$ cat config.mk
export PLATFORM = sky130hd
export DESIGN_NAME = fisr_fmul
export DESIGN_NICKNAME = d
export VERILOG_FILES = /design/src/rtl/fisr_pkg.sv /design/src/rtl/fisr_fmul.sv
export SDC_FILE = /design/constraint.sdc
export NUM_CORES = 2
export LEC_CHECK = 0
export BUFFER_PORTS_ARGS = -buffer_cell sky130_fd_sc_hd__buf_2
export CAP_MARGIN = 0
export CORE_MARGIN = 1
export CORE_UTILIZATION = 29
export CTS_BUF_LIST = sky130_fd_sc_hd__clkbuf_8
export CTS_CLUSTER_SIZE = 25
export DETAILED_ROUTE_END_ITERATION = 7
export SETUP_SLACK_MARGIN = 0.15
export SYNTH_ARGS = -nofsm -noshare
export SYNTH_HDL_FRONTEND = slang
export SYNTH_SLANG_ARGS = --single-unit
$ cat constraint.sdc
create_clock -name clock -period 14.6 [get_ports clock]
set_input_delay 0.73 -clock clock [delete_from_list [all_inputs] [get_ports clock]]
set_output_delay 0.73 -clock clock [all_outputs]
set_load 0.01 [all_outputs]
$ cat src/rtl/fisr_pkg.sv
// Package for the fast inverse square root unit: constants and float helpers.
// Depends on nothing; used by fisr_fmul, fisr_fadd and the top level.
package fisr_pkg;

   localparam logic [31:0] SEED_MAGIC        = 32'h5f3759df;
   localparam logic [31:0] HALF_BITS         = 32'h3f000000;
   localparam logic [31:0] THREE_HALVES_BITS = 32'h3fc00000;
   localparam logic [31:0] QNAN_BITS         = 32'h7fc00000;

   // Cycles from the input register to the output register of the last multiplier.
   localparam int          LATENCY           = 15;

   function automatic logic f_is_nan(input logic [31:0] a);
      f_is_nan = (a[30:23] == 8'hff) && (a[22:0] != 23'd0);
   endfunction

   function automatic logic f_is_inf(input logic [31:0] a);
      f_is_inf = (a[30:0] == 31'h7f800000);
   endfunction

   function automatic logic f_is_zero(input logic [31:0] a);
      f_is_zero = (a[30:0] == 31'd0);
   endfunction

   // Leading zero count of a 64-bit word (returns 64 for zero).
   function automatic logic [6:0] f_lzc64(input logic [63:0] v);
      logic [6:0] n;
      logic       found;
      n     = 7'd64;
      found = 1'b0;
      for (int i = 63; i >= 0; i--) begin
         if (!found && v[i]) begin
            n     = 7'(63 - i);
            found = 1'b1;
         end
      end
      f_lzc64 = n;
   endfunction

   // Round a significand with top bit at 62, value (m/2^62)*2^(e-127).
   function automatic logic [31:0] f_round_pack(input logic sign,
                                                input logic signed [11:0] e,
                                                input logic [63:0] m);
      logic [31:0] s;
      logic [11:0] sh;
      logic [63:0] q;
      logic [63:0] rem;
      logic [63:0] half;
      logic [31:0] bits;
      s    = {sign, 31'd0};
      sh   = (e <= 0) ? 12'(12'sd40 - e) : 12'd39;
      q    = 64'd0;
      rem  = 64'd0;
      half = 64'd0;
      bits = 32'd0;
      if (e >= 255) begin
         f_round_pack = s | 32'h7f800000;
      end else if (sh >= 12'd64) begin
         f_round_pack = s;
      end else begin
         q    = m >> sh[5:0];
         rem  = m & ((64'd1 << sh[5:0]) - 64'd1);
         half = 64'd1 << (sh[5:0] - 6'd1);
         if (rem > half || (rem == half && q[0])) begin
            q = q + 64'd1;
         end
         if (e <= 0) begin
            bits = q[31:0];
         end else begin
            bits = {9'(e - 12'sd1), 23'd0} + q[31:0];
         end
         if (bits >= 32'h7f800000) begin
            bits = 32'h7f800000;
         end
         f_round_pack = s | bits;
      end
   endfunction

endpackage

$ cat src/rtl/fisr_fmul.sv
// Pipelined single-precision multiplier, three register stages.
// Depends on fisr_pkg.
module fisr_fmul
   import fisr_pkg::*;
(
   input  logic        clock,
   input  logic        enable,
   input  logic [31:0] a,
   input  logic [31:0] b,
   output logic [31:0] product
);

   // stage 1: unpack, normalize subnormals, special cases
   logic                special_in, special_ff;
   logic [31:0]         spec_val_in, spec_val_ff;
   logic                sign_in, sign_ff, sign2_ff;
   logic signed [11:0]  e_in, e_ff, e2_ff;
   logic [23:0]         ma_in, mb_in, ma_ff, mb_ff;
   logic                special2_ff;
   logic [31:0]         spec_val2_ff;
   logic [47:0]         p_ff;
   logic [31:0]         product_ff;
   logic [6:0]          lza, lzb;
   logic signed [11:0]  ea, eb;

   always_comb begin
      sign_in     = a[31] ^ b[31];
      special_in  = 1'b1;
      spec_val_in = {sign_in, 31'd0};
      lza = f_lzc64({40'd0, 1'b0, a[22:0]});
      lzb = f_lzc64({40'd0, 1'b0, b[22:0]});
      if (a[30:23] == 8'd0) begin
         ea    = 12'sd1 - 12'(lza - 7'd40);
         ma_in = 24'({1'b0, a[22:0]} << (lza - 7'd40));
      end else begin
         ea    = 12'(a[30:23]);
         ma_in = {1'b1, a[22:0]};
      end
      if (b[30:23] == 8'd0) begin
         eb    = 12'sd1 - 12'(lzb - 7'd40);
         mb_in = 24'({1'b0, b[22:0]} << (lzb - 7'd40));
      end else begin
         eb    = 12'(b[30:23]);
         mb_in = {1'b1, b[22:0]};
      end
      e_in = ea + eb - 12'sd127;
      if (f_is_nan(a) || f_is_nan(b)) begin
         spec_val_in = QNAN_BITS;
      end else if (f_is_inf(a) || f_is_inf(b)) begin
         spec_val_in = (f_is_zero(a) || f_is_zero(b)) ? QNAN_BITS
                                                      : {sign_in, 31'h7f800000};
      end else if (f_is_zero(a) || f_is_zero(b)) begin
         spec_val_in = {sign_in, 31'd0};
      end else begin
         special_in = 1'b0;
      end
   end

   always_ff @(posedge clock) begin
      if (enable) begin
         special_ff   <= special_in;
         spec_val_ff  <= spec_val_in;
         sign_ff      <= sign_in;
         e_ff         <= e_in;
         ma_ff        <= ma_in;
         mb_ff        <= mb_in;
         // stage 2: 24x24 multiply
         special2_ff  <= special_ff;
         spec_val2_ff <= spec_val_ff;
         sign2_ff     <= sign_ff;
         e2_ff        <= e_ff;
         p_ff         <= ma_ff * mb_ff;
         product_ff   <= special2_ff ? spec_val2_ff
                         : (p_ff[47] ? f_round_pack(sign2_ff, e2_ff + 12'sd1,
                                                    {1'b0, p_ff, 15'd0})
                                     : f_round_pack(sign2_ff, e2_ff,
                                                    {p_ff, 16'd0}));
      end
   end

   assign product = product_ff;

endmodule

==> summary.md <==
The final layout contains routed wiring with a total length of 190,000 µm. For this design, the slowest cell found on the critical path is sky130_fd_sc_hd__edfxtp_1. Routability-driven placement finished with a final weighted congestion of 1.04.

TritonCTS buffer count: 17. Setup repair after global routing left no endpoint under its margin. Detailed placement ended at an HPWL of 145,000 µm.

Of the cells placed in the final design, the portion with a size suffix greater than 1 is 7.24%. The logs give 32.3% for the met1 routing resource usage after global routing and 41,900 for the number of global-route vias before repair. The logs give 102 for the pin count of the biggest net entering global routing and 23.3 ps for the final worst clock skew.

The initial antenna violation count was 11. Dividing the detail-routed via count by the number of cells gives 5.79. The worst setup path is of the reg2reg kind. The floorplan die area came out at 0.151 mm².

Number of endpoints failing setup at the final stage: 0. The final count of hold timing violations came out at 0. Of the total synthesized cell area, the portion taken by AND, OR, NAND and NOR gates is 20.4%. The tools report the area of the core as 0.148 mm². Along the worst path, the maximum fanout reaches 26.

The most common cell in the synthesized netlist is sky130_fd_sc_hd__nand2_1. The run gives 80.1 MHz as the highest clock rate. Across all register-to-register paths, the minimum setup slack is 2110 ps. The detail route stage leaves a number of antenna-violating nets equal to 0.

Buffers placed on the I/O ports in this run total 97. After synthesis, flip-flops and latches occupy 11.2% of the total area. Dividing the synthesized area by the synthesized cell count gives 8.00 µm².

Capture point of the worst path: product[1]$_SDFFCE_PP0P_. The ratio of final minimum period to clock period is 85.5%. The longest clock path from root to sink contains 2 buffers.

The minimum clock period is 12,490 ps, and the final-report max-slew violation count is 0. The highest-utilization routing layer at the global route stage was met2. The register bit count reported by yosys came out at 162.

The mux cell area share after synthesis is 5.26%. For this run, the leading register cell type out of synthesis is sky130_fd_sc_hd__edfxtp_1. For the total negative slack for setup checks, the log shows 0 ps. The category of the worst setup path launch point was a flop. The run gives 0 as the yosys synthesis warning count. The vertical die dimension was 389 µm; the total number of H-tree levels was 4.

TritonCTS built the clock tree. STA classifies the critical path endpoint as a flop. Row generation in the floorplan step produced 141 rows. At the later pin of the worst-skew pair, clock insertion delay measures 620 ps. In this run, post-CTS hold repair placed 0 buffers. The worst hold path begins at e_ff[11]$_DFFE_PP_.

The data arrival time at the worst-slack endpoint was 12,940 ps; the cell depth of the worst flop-to-flop path was 40. Post-synthesis cell type with the largest combined area: sky130_fd_sc_hd__fa_1. Once the clock tree was built, the setup fixing pass inserted 0 buffers. Area share of xor/xnor cells in the synthesized design: 3.45%. The path type of the worst min-delay path is reg2reg. The flow ran to the end, and the final reports show no timing, DRC or antenna violations. The gate count after technology mapping was 5,419; the effective utilization at floorplan was 29.3%. The mapped netlist covers 0.0434 mm².

In this run the critical register-to-register path is captured at product[1]$_SDFFCE_PP0P_. The async set or reset register ratio after synthesis is 0%, and the number of gates resized after CTS is 0. The tools report the buffer cell driving the clock tree root as sky130_fd_sc_hd__clkbuf_8. The run gives 0 as the total of max-cap violations. The synthesized netlist contains 111 unique library cells.

The commonest cells after synthesis are sky130_fd_sc_hd__nand2_1 (780), sky130_fd_sc_hd__inv_1 (549), sky130_fd_sc_hd__fa_1 (485). The tools report the total I/O pin count as 98. The critical path starts at e2_ff[1]$_DFFE_PP_. The violation count after the first detailed-route iteration was 4,928; the die span in x was 389 µm. For the pin with the worst max-slew slack, the measured transition is 1320 ps.

Summing the areas of all fa, ha and maj instances in the mapped netlist gives 31.8% of the synthesized area. On the worst path, the slowest cell contributes a delay of 700 ps. After synthesis, the cell types taking the most area are sky130_fd_sc_hd__fa_1 (22%), sky130_fd_sc_hd__edfxtp_1 (11%), sky130_fd_sc_hd__ha_1 (9.3%). Detailed-route wire length per cell: 26.2 µm. The final hold slack was 429 ps; the layout overhead on the synthesized area was 6.76%.

The logs give 6,294 for the number of nets in the synthesized netlist and 31.3% for the post-route core utilization. After synthesis, the largest area contributor takes up 22.4% of total cell area. The launch point of the worst reg-to-reg path is e2_ff[1]$_DFFE_PP_.

Summing the areas of all compound-gate instances in the mapped netlist gives 19.5% of the synthesized area. Final routed DRC violation total: 0. The wire length of the first global-routing pass is 282,000 µm, and the number of nets at the end of the flow is 6,177. The logs give 15,050 ps for the critical path data required time and 4.34% for the global routing met3 resource utilization.

The iteration count of the initial detailed-routing pass was 6. Counting flops with a built-in enable in the synthesized netlist gives 162. After clock tree synthesis, the clock-pin slew on the worst setup and hold paths is 100 ps.

Headroom to the max-slew limit came out at 11.3%. By area, the combinational part of the netlist is dominated by adder cells. The routed layout has 42,000 vias. The overall global routing resource usage was 24.9%; the number of sinks handled by clock tree synthesis was 162.

The global route total overflow was 0; the global-route track usage on met2 was 39.6%.
## worst min-delay path by stage
stage / end / slack [ps] / cells after the start
finish: e2_ff[11]$_DFFE_PP_ / 430 / 0
global route: sign_ff$_DFFE_PP_ / 400 / 2
CTS: sign_ff$_DFFE_PP_ / 380 / 2
detailed placement: e2_ff[11]$_DFFE_PP_ / 410 / 0
global placement: sign2_ff$_DFFE_PP_ / 400 / 0
floorplan: e2_ff[0]$_DFFE_PP_ / 400 / 0
## cell type report
cell class	count	area [µm²]
Antenna cell	3	7.51
Clock buffer	17	234
Clock inverter	15	128
Fill cell	15700	102000
Inverter	557	2090
Multi-Input combinational cell	4328	35000
Sequential cell	162	4860
Tap cell	1930	2410
Timing Repair Buffer	236	1540
## sequential cells by signal, indices dropped and copies added (netlist names)
name,flops
p_ff,48
product,32
ma_ff,24
mb_ff,24
e2_ff,12
e_ff,12
spec_val2_ff,3
spec_val_ff,3
sign2_ff,1
sign_ff,1
special2_ff,1
special_ff,1
## cell usage in the layout (no fill, tap or decap), types with 27 or more instances in the layout
cell                       synthesis  layout
sky130_fd_sc_hd__a211oi_1         45      44
sky130_fd_sc_hd__a21o_1           73      73
sky130_fd_sc_hd__a21oi_1         314     313
sky130_fd_sc_hd__a22oi_1          86      86
sky130_fd_sc_hd__a31oi_1          47      45
sky130_fd_sc_hd__and2_1          271     271
sky130_fd_sc_hd__and3_1           47      47
sky130_fd_sc_hd__buf_2            56      96
sky130_fd_sc_hd__buf_4            12     139
sky130_fd_sc_hd__edfxtp_1        162     162
sky130_fd_sc_hd__fa_1            485     485
sky130_fd_sc_hd__ha_1            324     323
sky130_fd_sc_hd__inv_1           549     551
sky130_fd_sc_hd__mux2i_1         192     192
sky130_fd_sc_hd__nand2_1         780     780
sky130_fd_sc_hd__nand2b_1         32      32
sky130_fd_sc_hd__nand3_1         112     112
sky130_fd_sc_hd__nand4_1          54      54
sky130_fd_sc_hd__nor2_1          323     317
sky130_fd_sc_hd__nor2b_1          27      27
sky130_fd_sc_hd__nor3_1          103      99
sky130_fd_sc_hd__nor4_1           30      30
sky130_fd_sc_hd__o211ai_1         55      55
sky130_fd_sc_hd__o21ai_0         213     210
sky130_fd_sc_hd__o22ai_1          70      70
sky130_fd_sc_hd__xnor2_1         118     116
sky130_fd_sc_hd__xor2_1           44      43
## layer usage
layer | part of all wire (%) | up-vias | wire length, µm
met3 | 8.5 | 499 | 16100
met2 | 45 | 2136 | 84800
met5 | 0.024 | - | 45
met1 | 41 | 20900 | 77900
met4 | 5.9 | 6 | 11200
li1 | - | 18500 | -
## worst max-delay path: cells and delay by family (launching register included)
family / cells / cell delay, ps
xor gates and xnor gates: 3 / 920
AOI/OAI and AO/OA: 19 / 4140
buffers and inverters: 2 / 850
and+or+nand+nor: 13 / 4420
adders and majority gates: 3 / 1240
DFF: 1 / 700
## per-stage QoR
step,area [µm²],instances,worst slack [ps]
finish,46300,7248,2110
detailed placement,45900,7213,2390
floorplan,43400,5419,4310
global route,46300,7247,1330
global placement,45900,7213,2640
CTS,46300,7245,2320
## cells by family after synthesis
group           Yosys count
flops                   162
simple gates           1872
mux                     220
compound gates         1259
other cells               1
fa+ha+maj               810
xor+xnor                166
buf+inv                 929
Power is not shown: default switching activity piles up to over one toggle a cycle in this logic, so the estimate is an artifact.
